File: src/rtl/core/fca_pkg.sv
// ----------------------------------------------------------------------------
// fca_pkg
// Shared types and constants for the block allocation table: sizes, entry
// encodings, command and status codes, and controller/datapath interface.
// ----------------------------------------------------------------------------
`default_nettype none

package fca_pkg;

   localparam int NUM_BLOCKS      = 2048;
   localparam int RESERVED_BLOCKS = 2;

   localparam int IDX_W   = 11;                        // block_index / result_block
   localparam int CNT_W   = 12;                        // block_count / blocks_changed
   localparam int ENTRY_W = 16;
   localparam int ADDR_W  = $clog2(NUM_BLOCKS);
   localparam int PTR_W   = $clog2(NUM_BLOCKS + 1);    // holds NUM_BLOCKS itself

   localparam logic [ENTRY_W-1:0] ENTRY_FREE = 16'hFFFE;
   localparam logic [ENTRY_W-1:0] ENTRY_END  = 16'hFFFF;

   typedef enum logic [1:0] {
      CMD_FORMAT = 2'd0,
      CMD_ALLOC  = 2'd1,
      CMD_FREE   = 2'd2,
      CMD_PEEK   = 2'd3
   } cmd_type;

   typedef enum logic [1:0] {
      ST_OK   = 2'd0,
      ST_FULL = 2'd1,
      ST_BAD  = 2'd2
   } status_type;

   typedef enum logic [3:0] {
      OP_IDLE,
      OP_CAPTURE,
      OP_REJECT,
      OP_CLEAR,
      OP_SCAN,
      OP_SEAL,
      OP_WALK_RD,
      OP_WALK_CHK,
      OP_PEEK_RD,
      OP_PEEK_CHK
   } op_type;

   typedef struct packed {
      op_type op;
   } ctl_type;

   typedef struct packed {
      cmd_type cmd;
      logic    bad;         // zero count or out-of-range index
      logic    clr_last;
      logic    scan_done;
      logic    scan_full;
      logic    walk_stop;
   } stat_type;

endpackage : fca_pkg

`default_nettype wire

File: src/rtl/core/fca_ctrl.sv
// ----------------------------------------------------------------------------
// fca_ctrl
// Command sequencer: decodes a request, steps the datapath through the
// clear sweep, free-block scan, chain walk or entry read, and strobes the response.
// ----------------------------------------------------------------------------
`default_nettype none

module fca_ctrl (
   input  wire logic              clock,
   input  wire logic              reset,
   input  wire logic              start,
   output logic                   busy,
   output logic                   rsp_valid,
   output fca_pkg::ctl_type       ctl,
   input  wire fca_pkg::stat_type stat
);
   import fca_pkg::*;

   typedef enum logic [9:0] {
      S_IDLE     = 10'b00_0000_0001,
      S_DECIDE   = 10'b00_0000_0010,
      S_CLEAR    = 10'b00_0000_0100,
      S_SCAN     = 10'b00_0000_1000,
      S_SEAL     = 10'b00_0001_0000,
      S_WALK_RD  = 10'b00_0010_0000,
      S_WALK_CHK = 10'b00_0100_0000,
      S_PEEK_RD  = 10'b00_1000_0000,
      S_PEEK_CHK = 10'b01_0000_0000,
      S_DONE     = 10'b10_0000_0000
   } state_type;

   state_type state_ff, state_in;
   logic      fmt_ff, fmt_in;     // clear sweep belongs to a format request

   always_comb begin
      state_in = state_ff;
      fmt_in   = fmt_ff;
      ctl.op   = OP_IDLE;
      unique case (state_ff)
         S_IDLE: begin
            if (start) begin
               ctl.op   = OP_CAPTURE;
               state_in = S_DECIDE;
            end
         end
         S_DECIDE: begin
            if (stat.bad) begin
               ctl.op   = OP_REJECT;
               state_in = S_DONE;
            end else begin
               unique case (stat.cmd)
                  CMD_FORMAT: begin
                     fmt_in   = 1'b1;
                     state_in = S_CLEAR;
                  end
                  CMD_ALLOC: state_in = S_SCAN;
                  CMD_FREE:  state_in = S_WALK_RD;
                  CMD_PEEK:  state_in = S_PEEK_RD;
                  default:   state_in = S_DONE;
               endcase
            end
         end
         S_CLEAR: begin
            ctl.op = OP_CLEAR;
            if (stat.clr_last) begin
               fmt_in   = 1'b0;
               state_in = fmt_ff ? S_DONE : S_IDLE;
            end
         end
         S_SCAN: begin
            ctl.op = OP_SCAN;
            if (stat.scan_done || stat.scan_full) begin
               state_in = S_SEAL;
            end
         end
         S_SEAL: begin
            ctl.op   = OP_SEAL;
            state_in = S_DONE;
         end
         S_WALK_RD: begin
            ctl.op   = OP_WALK_RD;
            state_in = S_WALK_CHK;
         end
         S_WALK_CHK: begin
            ctl.op   = OP_WALK_CHK;
            state_in = stat.walk_stop ? S_DONE : S_WALK_RD;
         end
         S_PEEK_RD: begin
            ctl.op   = OP_PEEK_RD;
            state_in = S_PEEK_CHK;
         end
         S_PEEK_CHK: begin
            ctl.op   = OP_PEEK_CHK;
            state_in = S_DONE;
         end
         S_DONE: begin
            state_in = S_IDLE;
         end
         default: begin
            state_in = S_IDLE;
         end
      endcase
   end

   always_ff @(posedge clock) begin
      if (reset) begin
         state_ff <= S_CLEAR;     // table init sweep after reset
         fmt_ff   <= 1'b0;
      end else begin
         state_ff <= state_in;
         fmt_ff   <= fmt_in;
      end
   end

   assign busy      = state_ff != S_IDLE;
   assign rsp_valid = state_ff == S_DONE;

`ifndef SYNTHESIS
   a_rsp_single : assert property (@(posedge clock) disable iff (reset)
      rsp_valid |=> !rsp_valid)
      else $error("response strobe held more than one cycle");

   a_accept_decode : assert property (@(posedge clock) disable iff (reset)
      (start && !busy) |=> (state_ff == S_DECIDE))
      else $error("accepted request not decoded");

   a_scan_seal : assert property (@(posedge clock) disable iff (reset)
      (state_ff == S_SCAN && (stat.scan_done || stat.scan_full)) |=> (state_ff == S_SEAL))
      else $error("chain not sealed after scan");

   a_no_strobe_after_init : assert property (@(posedge clock) disable iff (reset)
      (state_ff == S_CLEAR && stat.clr_last && !fmt_ff) |=> !rsp_valid)
      else $error("response issued for reset init sweep");
`endif

endmodule : fca_ctrl

`default_nettype wire

File: config.mk
export PLATFORM = sky130hd
export DESIGN_NAME = fca_ctrl
export DESIGN_NICKNAME = d
export VERILOG_FILES = /design/src/rtl/core/fca_pkg.sv /design/src/rtl/core/fca_ctrl.sv
export SDC_FILE = /design/constraint.sdc
export NUM_CORES = 1
export LEC_CHECK = 0
export BUFFER_PORTS_ARGS = -buffer_cell sky130_fd_sc_hd__buf_2
export CAP_MARGIN = 20
export CORE_UTILIZATION = 52
export DETAILED_ROUTE_END_ITERATION = 8
export GPL_TIMING_DRIVEN = 0
export PLACE_DENSITY = 0.79
export SYNTH_ARGS = -nofsm -noshare
export SYNTH_HDL_FRONTEND = slang
export SYNTH_SLANG_ARGS = --single-unit
File: constraint.sdc
create_clock -name clock -period 1.9 [get_ports clock]
set_input_delay 0.19 -clock clock [delete_from_list [all_inputs] [get_ports clock]]
set_output_delay 0.19 -clock clock [all_outputs]
set_load 0.02 [all_outputs]
### Yosys cells after proc, flatten, opt, wreduce, memory -nomap -nowiden

Cells that the tools add are included.

* flip-flop bits (word level): 11
* input bits: 10
* output and inout port bits: 6
* logic and storage cells: 42

* equality and inequality tests: 19
* mux-type cells: 15
* reductions and logical operators: 6

Operator list (count)
* case mux 10 bit (8 select lines): 1
* 2-to-1 mux 10 bit: 6
* case mux 10 bit (4 select lines): 1
* case mux 4 bit (9 select lines): 1
* equality test 10 x 1 -> 1 bit, second input constant: 1
* equality test 10 bit, second input constant: 1
* equality test 10 x 2 -> 1 bit, second input constant: 1
* equality test 10 x 3 -> 1 bit, second input constant: 1
* equality test 10 x 4 -> 1 bit, second input constant: 1
* equality test 10 x 5 -> 1 bit, second input constant: 1
* equality test 10 x 6 -> 1 bit, second input constant: 1
* equality test 10 x 7 -> 1 bit, second input constant: 1
* equality test 10 x 8 -> 1 bit, second input constant: 1
* equality test 10 x 9 -> 1 bit, second input constant: 1
* inequality test 10 x 1 -> 1 bit, second input constant: 1
* inequality test 2 bit, second input constant: 5
* equality test 2 bit, second input constant: 2
* 2-to-1 mux 1 bit: 4
* AND reduction 4 bit: 1
* AND reduction 3 bit: 1
* equality test 2 x 1 -> 1 bit, second input constant: 1
* zero test 2 bit: 1
* 2-to-1 mux 2 bit: 1
* case mux 1 bit (2 select lines): 1
* other kinds (3): 3

### Logic depth before layout (Yosys ltp)

Gate-level depths: netlist (run 1).

* word-level depth: 4
* depth in mapped cells: 6
* mapped depth without buffers: 5

### Worst setup path before layout (run 1)

Ideal clock, no wire load.

* kind: flip-flop to flip-flop
* from: reg state_ff[0]
* to: reg state_ff[9]
* arrival time: 1.834 ns
* setup slack: -0.022 ns
* stages on the path, launching flop included: 7
* period minus slack after synthesis: 1.922 ns
* path through: dfxtp_1 buf_6 nor2_2 nand3_1 nor4_1 nor3_1 a311oi_2

* longest elaborated chain between the ends: 3
* elaborated cells on any way between the ends: 15
* classes of those cells: eq/ne (12); mux (1); reduce/logical (2)

Ends and longest elaborated chain
* start: declaration: line fca_ctrl.sv:32 `state_type state_ff, state_in;`
* start signal: assignment: line fca_ctrl.sv:110 `state_ff <= state_in;`
* equality test 10 x 9 -> 1 bit, or another cell as far along: line fca_ctrl.sv:39 `unique case (state_ff)`
* OR reduction 2 bit (no source line) or inequality test 2 bit (tied branches)
* case mux 10 bit (8 select lines) or AND reduction 3 bit (tied branches)

Parallel ways exist; a longest one is shown, timed or not.
A chain may end at the register's enable or synchronous reset.

==> out/results.ini, run 1 <==
[outcome]
outcome = finished, violations left
violations = setup timing

[logic_synthesis]
synth.avg_cell_area_um2 = 8.387
synth_async_sr_flop_share_pct = 0
syn_nets = 101
yosys.area.top_type_share_pct = 28.85
synth-edff-count = 0
ys.flop_type = dfxtp_1
yosysWarnings = 0
synth_cell_types = 39
syn_area_um2 = 763.2
ys_seq_area_share_pct = 28.85
ys_top_cells_by_area = dfxtp_1 (29%), nor2_1 (5.9%), nand3_1 (3.3%)
syn_inst = 91
synth.largest_area_cell = dfxtp_1
ys_seq_elements = 11

[job]
max-cap-violations = 0

[critical_path]
crit_fanout = 4
slowest_delay_ns = 0.40
crit_type = flop to output port
cp.required_ns = 1.71
cp-start-kind = flop
cp.arrival_ns = 1.74
critPathSlowestCell = or3_4
cp_cell_sequence = nor4_4 > nand2_2 > or3_4 > o211ai_1 > buf_4
critPathCaptureType = output port

[global_route]
grt_pass1_wl_um = 2953
grt_max_degree = 11
grtUsageTotal_pct = 27.83
antenna_found_initial = 0
grt_overflow = 0
first_global_vias = 693

[sta]
setup_slack_ns = -0.03224
max_freq_mhz = 517.5
timing.slew.headroom_pct = 71.54
min_period_over_period_pct = 101.7
setup_violations = 1
rsz0062_at_grt = yes
drv_slew = 0
period_minus_slack_ns = 1.932
final-hold-violation-count = 0
skew_ns = 0.004572
worstMarginPinSlew_ns = 0.4210

[finish]
fin_nets = 128
layout_common_cells = buf_2 (13), nor2_1 (12), buf_4 (8), dfxtp_1 (7), nor3_1 (5)
syn2layout_area_growth_pct = 31.31
num-fill-cells = 105
final_common_cell = buf_2
insertedDiodeCount = 0
stdcell_count = 132
drive_above_1_share_pct = 41.88

[route]
num_vias = 762
route.detailed.drc = 0
wire_per_inst_um = 13.97
wl_um = 1844
firstDrtPassIters = 4
final_antenna_net_count = 0
drtIter0Drc = 21
via_per_inst = 5.773

[placed_design]
portBuffers = 15
preCtsSetupSlack_ns = 0.08969
post-place-cells = 121
place_congestion = 0.9056
post-dp-hpwl_um = 1313

[clock_tree]
clk_pin_slew_ns = 0.07
clock_latency_ns = 0.27
clock_path_buffers = 2
postCtsHoldBufs = 0
cts_buffers = 3
cts_tree = built
cts_max_level = 1
cts_root_buffer = clkbuf_4
clkSinkCount = 11

[die]
die_w_um = 40.31
die-area_um2 = 1625
die_y_um = 40.31
rows = 13
floorplan.initialDensity_pct = 57.22
coreArea_um2 = 1334
io_pins = 16

[power]
power_density_nw_per_um2 = 647.8
p_leak_uw = 0.0004137
ir_worst_vdd_v = 0.0005110

[worst_hold_path]
hold_class = input port to flop

[final timing paths]
check	start	endpoint	slack (ns)	cells after the start
worst max register to register	state_ff[9]$_SDFFE_PP0P_	state_ff[9]$_SDFFE_PP0P_	0.15	7
worst max-delay path	state_ff[9]$_SDFFE_PP0P_	ctl[0]	-0.03	5
worst min register to register	fmt_ff$_SDFFE_PP0P_	fmt_ff$_SDFFE_PP0P_	0.50	2
worst min-delay path	stat[3]	state_ff[2]$_SDFFE_PP1P_	0.15	2
[worst max-delay path, delay by kind of cell, from the launching register on]
family          cells  cell delay, ns
buf+inv             1            0.17
compound gates      1            0.10
flops               1            0.36
simple gates        3            0.84
[sequential cells by signal (all words and copies together) (netlist names)]
register / flops
fmt_ff: 1
state_ff: 10
[layout make-up]
type	instances	area, µm²	share of cell area (%)
tap	15	18.77	1.873
timing repair buffer	22	136.4	13.61
buffer	2	22.52	2.247
sequential	11	227.7	22.72
multi-input combinational	74	555.5	55.43
clock buffer	4	26.28	2.622
inverter	4	15.01	1.498
[cell usage after synthesis, types with 2 or more instances]
cell type,n
nor2_1,12
dfxtp_1,11
nand3_1,5
nor3_1,5
a21oi_1,4
inv_1,4
nand2_1,4
nand4_1,3
nor3b_1,3
o21ai_0,3
buf_6,2
nor2_2,2
nor2_4,2
nor4_1,2
o211ai_1,2
o21a_1,2
xnor2_1,2
xor2_1,2
[logic make-up after synthesis]
| kind of cell | after synthesis | synth area share (%) |
|---|---|---|
| simple gates | 53 | 45.41 |
| flops | 11 | 28.85 |
| buf+inv | 6 | 4.917 |
| xor+xnor | 4 | 4.591 |
| compound gates | 17 | 16.23 |
[stage by stage]
stage          setup TNS [ns]  cell area, µm²  hold slack, ns  total power, µW  utilization, %
2_1_floorplan               0           774.5          0.2591            404.6               -
3_3_place_gp                0           868.3          0.4397            450.2           65.10
3_5_place_dp                0           868.3          0.4428            453.8           65.10
4_1_cts              -0.03201           973.4          0.1597            630.9           72.98
5_1_grt               -0.1410            1002          0.1748            675.5           75.14
6_report             -0.03224            1002          0.1517            649.2           75.14
[metal layers]
metal | part of all wire (%) | up-vias | routed length [µm] | GRT usage, %
li1 | - | 384 | - | -
met1 | 46 | 350 | 841 | 35.37
met2 | 49 | 24 | 897 | 45.97
met3 | 4.1 | 4 | 76 | 5.000
met4 | 1.6 | 0 | 29 | 11.67
met5 | 0 | - | 0 | 0
[power by group]
group	total (µW)	internal [µW]	switching [µW]
logic	233	108	125
clock network	163	81.3	82.2
registers	253	238	14.3
[repair_timing]
item,CTS,global route
gates resized for setup,10,4
pin swaps,6,3
setup buffers,5,2
setup endpoints to repair,2,3
(Power assumes the default switching activity.)
==> run 2, diff against run 1 <==
--- a/config.mk
+++ b/config.mk
@@ -9,6 +9,7 @@
 export CAP_MARGIN = 20
-export CORE_UTILIZATION = 52
+export CORE_ASPECT_RATIO = 1.75
+export CORE_UTILIZATION = 30
 export DETAILED_ROUTE_END_ITERATION = 8
 export GPL_TIMING_DRIVEN = 0
-export PLACE_DENSITY = 0.79
+export PLACE_DENSITY = 0.52
 export SYNTH_ARGS = -nofsm -noshare
==> constraint.sdc (replaced) <==
create_clock -name clock -period 1.9 [get_ports clock]
set_input_delay 0.095 -clock clock [delete_from_list [all_inputs] [get_ports clock]]
set_output_delay 0.095 -clock clock [all_outputs]
set_load 0.02 [all_outputs]
==> run 2 against run 1 <==
  * The run now ends clean
  * First-iteration DRC count down 52%
  * Critical path depth up 1
  * Core utilization down 32 points
  * Register-to-register slack better by 0.07 ns
  * Worst hold slack worse by 0.041 ns
  * Clock power up 43%
==> out/results.ini, run 2 (synthesis results as in run 1) <==
[finish]
reg_top3 = state_ff (10), fmt_ff (1)
top_register = state_ff
syn2layout_area_growth_pct = 32.30
largest_reg_flops = 10  ; unchanged
drive_above_1_share_pct = 40.17  ; -1.7 points
layout_common_cells = buf_2 (14), nor2_1 (12), dfxtp_1 (8), buf_4 (8), nor3_1 (5)
insertedDiodeCount = 0  ; unchanged
final_area_um2 = 1010  ; +0.75%
final_common_cell = buf_2
fin_nets = 128  ; unchanged

[clock_tree]
clock_latency_ns = 0.24  ; -0.03 ns
clkSinkCount = 11  ; unchanged
cts_tree = built
cts_root_buffer = clkbuf_8
clk_pin_slew_ns = 0.05  ; -0.02 ns
clock_path_buffers = 2  ; unchanged
postCtsHoldBufs = 0  ; unchanged
cts_max_level = 1  ; unchanged
cts_buffers = 3  ; unchanged

[placed_design]
post-dp-hpwl_um = 1563  ; +19%
portBuffers = 15  ; unchanged
place_congestion = 0.7773  ; -14%
post_dp_cell_area_um2 = 875.8  ; +0.86%
preCtsSetupSlack_ns = 0.1326  ; +0.04291 ns

[critical_path]
critPathCaptureType = output port
r2r_cells = 5  ; -2
cp_cell_sequence = buf_6 > nor4_4 > nand2_2 > or3_4 > o211ai_1 > buf_4
cp.arrival_ns = 1.76  ; +0.02 ns
slowest_delay_ns = 0.39  ; about the same
cp-start-kind = flop
cp.required_ns = 1.80  ; +0.09 ns
timing.rr.start = state_ff[3]$_SDFFE_PP0P_
r2r-end = state_ff[9]$_SDFFE_PP0P_
crit_type = flop to output port
r2r_setup_slack_ns = 0.22  ; +0.07 ns
crit_fanout = 3  ; -1
critPathSlowestCell = or3_4

[route]
route.detailed.drc = 0  ; unchanged
drtIter0Drc = 10  ; -52%
num_vias = 745  ; -2.2%
via_per_inst = 5.246  ; -9.1%
firstDrtPassIters = 4  ; unchanged
wire_per_inst_um = 13.87  ; -0.69%
final_antenna_net_count = 0  ; unchanged
wl_um = 1970  ; +6.8%

[sta]
max_freq_mhz = 539.4  ; +4.2%
skew_ns = 0.005379  ; +0.0008070 ns
final-hold-violation-count = 0  ; unchanged
drv_slew = 0  ; unchanged
worstMarginPinSlew_ns = 0.4433  ; +0.02237 ns
setup_slack_ns = 0.04622  ; +0.07845 ns
timing.slew.headroom_pct = 70.03  ; -1.5 points
min_period_over_period_pct = 97.57  ; -4.1 points
period_minus_slack_ns = 1.854  ; -0.07845 ns
rsz0062_at_grt = yes
fin_hold_ws_ns = 0.1107  ; -0.04101 ns
setup_violations = 0  ; -1

[global_route]
grtUsageTotal_pct = 16.90  ; -11 points
first_global_vias = 714  ; +3.0%
grt_max_degree = 11  ; unchanged
grt_pass1_wl_um = 3146  ; +6.5%
antenna_found_initial = 0  ; unchanged
grt_overflow = 0  ; unchanged

[die]
rows = 23  ; +10
floorplan.initialDensity_pct = 32.34  ; -25 points
die_w_um = 40.13  ; -0.45%
die-area_um2 = 2758  ; +70%
io_pins = 16  ; unchanged
coreArea_um2 = 2360  ; +77%
die_y_um = 68.73  ; +70%

[worst_hold_path]
hold_class = input port to flop
min_from = stat[3]
whs_path_depth = 2  ; unchanged
min_to = state_ff[2]$_SDFFE_PP1P_

[power]
power_density_nw_per_um2 = 704.4  ; +8.7%
p_leak_uw = 0.0004121  ; -0.40%
ir_worst_vdd_v = 0.0004110  ; -20%

[outcome]
outcome = finished clean

[job]
max-cap-violations = 0  ; unchanged

-- run 2: what timing repair did --
item,in CTS,in global routing
cloned,0,0
pin swaps,2,6
gates resized for setup,4,5
hold endpoints to repair,0,0
setup endpoints to repair,2,2
setup buffers,2,5
-- run 2: final cells by class --
class / instances / area [µm²]
Tap cell: 25 / 31.28
Inverter: 4 / 15.01
Clock buffer: 4 / 45.04
Sequential cell: 11 / 224.0
Timing Repair Buffer: 22 / 130.1
Buffer: 2 / 22.52
Fill cell: 253 / 1350
Multi-Input combinational cell: 74 / 541.8
-- run 2: worst max path at each step --
stage | from | slack, ns | depth (start not counted) | endpoint
3_5_place_dp | state_ff[4]$_SDFFE_PP0P_ | 0.13 | 7 | ctl[0]
6_report | state_ff[4]$_SDFFE_PP0P_ | 0.05 | 6 | ctl[0]
2_1_floorplan | state_ff[4]$_SDFFE_PP0P_ | 0.08 | 6 | ctl[0]
4_1_cts | state_ff[9]$_SDFFE_PP0P_ | 0.01 | 5 | ctl[0]
5_1_grt | state_ff[3]$_SDFFE_PP0P_ | -0.03 | 6 | ctl[0]
3_3_place_gp | state_ff[4]$_SDFFE_PP0P_ | 0.14 | 7 | ctl[0]
-- run 2: metal layers --
| metal | wire length, µm | up-vias | global-route usage (%) |
|---|---|---|---|
| met2 | 1066 | 17 | 29.64 |
| met4 | 43 | 0 | 9.052 |
| li1 | - | 385 | - |
| met5 | 0 | - | 0 |
| met1 | 787 | 339 | 17.98 |
| met3 | 72 | 4 | 2.885 |
-- run 2: worst max-delay path, delay by kind of cell (launching register included) --
kind	cells	cell delay, ns
DFF	1	0.31
and+or+nand+nor	3	0.81
buffers and inverters	2	0.28
AOI/OAI and AO/OA	1	0.10
-- run 2: metrics by stage --
| step | total power [µW] | std cells | util (%) | TNS (ns) |
|---|---|---|---|---|
| global route | 753.4 | 142 | 42.79 | -0.03923 |
| global placement | 455.6 | 131 | 37.12 | 0 |
| finish | 711.3 | 142 | 42.79 | 0 |
| floorplan | 402.6 | 91 | - | 0 |
| detailed placement | 457.8 | 131 | 37.12 | 0 |
| CTS | 702.5 | 137 | 40.40 | 0 |
-- run 2: power breakdown --
group	internal [µW]	total (µW)	switching [µW]
clock network	147	233	85.9
logic	101	225	124
registers	241	253	12.4
==> run 3, diff against run 2 <==
Settings changed: SETUP_SLACK_MARGIN from default to 0.05.
==> run 3 against run 2 <==
  * Final area is 2.7% lower
  * Critical path type unchanged
  * Setup slack better by 0.067 ns
  * Total power shrank 0.90%
  * Maximum frequency is 3.8% higher
  * Final cell count down 2.8%
  * First-iteration DRC count grew 130%
  * Combinational power is 4% lower
  * Via count up 0.40%
  * Clock power about the same
  * Clock-buffer cell count unchanged
==> out/results.ini, run 3 (synthesis results as in run 1) <==
[route]
drtIter0Drc = 23  ; +13
route.detailed.drc = 0  ; unchanged
final_antenna_net_count = 0  ; unchanged
firstDrtPassIters = 4  ; unchanged
via_per_inst = 5.420  ; +3.3%
wire_per_inst_um = 14.22  ; +2.5%
num_vias = 748  ; +0.40%
wl_um = 1963  ; -0.36%

[power]
p_int_uw = 483.5  ; -1.1%
pwr-share-clk_pct = 33.3  ; +0.5 points
power.switching_uw = 221.4  ; -0.36%
power_frac_comb_pct = 30.8  ; -0.9 points
ir_worst_vdd_v = 0.0004078  ; -0.79%
power_frac_seq_pct = 35.9  ; +0.3 points
p_leak_uw = 0.0003908  ; -5.2%
power_density_nw_per_um2 = 717.7  ; +1.9%
swShare_pct = 31.42  ; +0.17 points

[global_route]
grt_pass1_wl_um = 3160  ; +0.45%
grt_max_degree = 11  ; unchanged
first_global_vias = 741  ; +3.8%
antenna_found_initial = 0  ; unchanged
grt_overflow = 0  ; unchanged
grtUsageTotal_pct = 16.97  ; +0.074 points

[critical_path]
cp.required_ns = 1.80  ; about the same
cp-start-kind = flop
crit_type = flop to output port
r2r_cells = 5  ; unchanged
critPathCaptureType = output port
timing.rr.start = state_ff[1]$_SDFFE_PP0P_
r2r-end = state_ff[2]$_SDFFE_PP1P_
cp.arrival_ns = 1.69  ; -0.07 ns
crit_fanout = 6  ; +3
r2r_setup_slack_ns = 0.22  ; about the same

[clock_tree]
clk_pin_slew_ns = 0.05  ; about the same
clock_path_buffers = 2  ; unchanged
cts_tree = built
postCtsHoldBufs = 0  ; unchanged
cts_max_level = 1  ; unchanged
cts_root_buffer = clkbuf_8
cts_buffers = 3  ; unchanged
clkSinkCount = 11  ; unchanged
clock_latency_ns = 0.24  ; about the same

[finish]
seq_area_um2 = 224.0  ; unchanged
drive_above_1_share_pct = 38.05  ; -2.1 points
num-fill-cells = 254  ; +0.40%
fin_nets = 124  ; -3.1%
top_register = state_ff
finish.utilization_pct = 41.62  ; -1.2 points
final_common_cell = buf_2
layout_common_cells = buf_2 (14), nor2_1 (12), dfxtp_1 (8), nand3_1 (5), nor3_1 (5)
final_area_um2 = 982.2  ; -2.7%
multiInputGateArea_um2 = 544.3  ; +0.46%
syn2layout_area_growth_pct = 28.69
reg_top3 = state_ff (10), fmt_ff (1)
insertedDiodeCount = 0  ; unchanged
largest_reg_flops = 10  ; unchanged

[sta]
final-hold-violation-count = 0  ; unchanged
rsz0062_at_grt = yes
timing.slew.headroom_pct = 69.42  ; -0.61 points
setup_total_negative_slack_ns = 0  ; unchanged
worstMarginPinSlew_ns = 0.4523  ; +0.009000 ns
setup_violations = 0  ; unchanged
skew_ns = 0.004570  ; -0.0008085 ns
period_minus_slack_ns = 1.786  ; -0.06749 ns
min_period_over_period_pct = 94.02  ; -3.6 points
drv_slew = 0  ; unchanged
max_freq_mhz = 559.8  ; +3.8%

[placed_design]
portBuffers = 15  ; unchanged
place_congestion = 0.7773  ; unchanged
post-dp-hpwl_um = 1563  ; unchanged
post_dp_cell_area_um2 = 875.8  ; unchanged

[worst_hold_path]
min_to = state_ff[2]$_SDFFE_PP1P_
hold_class = input port to flop
min_from = stat[3]
whs_path_depth = 2  ; unchanged

[die]
die_w_um = 40.13  ; unchanged
floorplan.initialDensity_pct = 32.34  ; unchanged
rows = 23  ; unchanged
die_y_um = 68.73  ; unchanged
die-area_um2 = 2758  ; unchanged
io_pins = 16  ; unchanged
coreArea_um2 = 2360  ; unchanged

[outcome]
outcome = finished clean

[job]
max-cap-violations = 0  ; unchanged

[run 3: critical path, cell delays in order (launching register included)]
cell,delay (ns)
dfxtp_1,0.39
nor4_4,0.28
nand2_2,0.13
or3_4,0.37
o211ai_1,0.12
buf_4,0.17
[run 3: layout make-up]
class	count	area share, %
tap	25	3.185
inverter	4	1.529
clock buffer	4	4.586
timing repair buffer	18	10.19
multi-input combinational	74	55.41
buffer	2	2.293
sequential	11	22.80
[run 3: worst max path at each step]
stage                              from     end  slack, ns  depth (start not counted)
2_1_floorplan  state_ff[4]$_SDFFE_PP0P_  ctl[0]       0.08                          6
3_3_place_gp   state_ff[4]$_SDFFE_PP0P_  ctl[0]       0.14                          7
3_5_place_dp   state_ff[4]$_SDFFE_PP0P_  ctl[0]       0.13                          7
4_1_cts        state_ff[0]$_SDFFE_PP0P_  ctl[0]       0.05                          7
5_1_grt        state_ff[7]$_SDFFE_PP0P_  ctl[0]      0.007                          6
6_report       state_ff[7]$_SDFFE_PP0P_  ctl[0]       0.11                          5
[run 3: what timing repair did]
item	4_1_cts	5_1_grt
hold endpoints to repair	0	0
resized for setup	6	4
buffers inserted	3	0
pin swaps	5	2
setup endpoints to repair	2	2
[run 3: metal layers]
metal | track usage (%) | vias to the layer above | wire [µm]
met5 | 0 | - | 0
met2 | 29.23 | 19 | 1045
met3 | 2.885 | 6 | 74
met4 | 10.78 | 0 | 65
li1 | - | 378 | -
met1 | 17.82 | 345 | 778
[run 3: per-stage QoR]
step	total power (µW)	worst slack [ns]	hold slack (ns)	std cells
final	704.9	0.1137	0.1109	138
after CTS	702.2	0.05413	0.1134	138
after floorplan	402.6	0.07919	0.1641	91
after global routing	745.3	0.006799	0.1141	138
after detailed placement	457.8	0.1326	0.3663	131
after global placement	455.6	0.1404	0.3533	131
[run 3: power groups by stage]
stage          logic, µW  registers, µW  clock network (µW)
2_1_floorplan        149            254                   0
3_3_place_gp         200            255                   0
3_5_place_dp         202            256                   0
4_1_cts              207            252                 243
5_1_grt              237            255                 253
6_report             217            253                 235
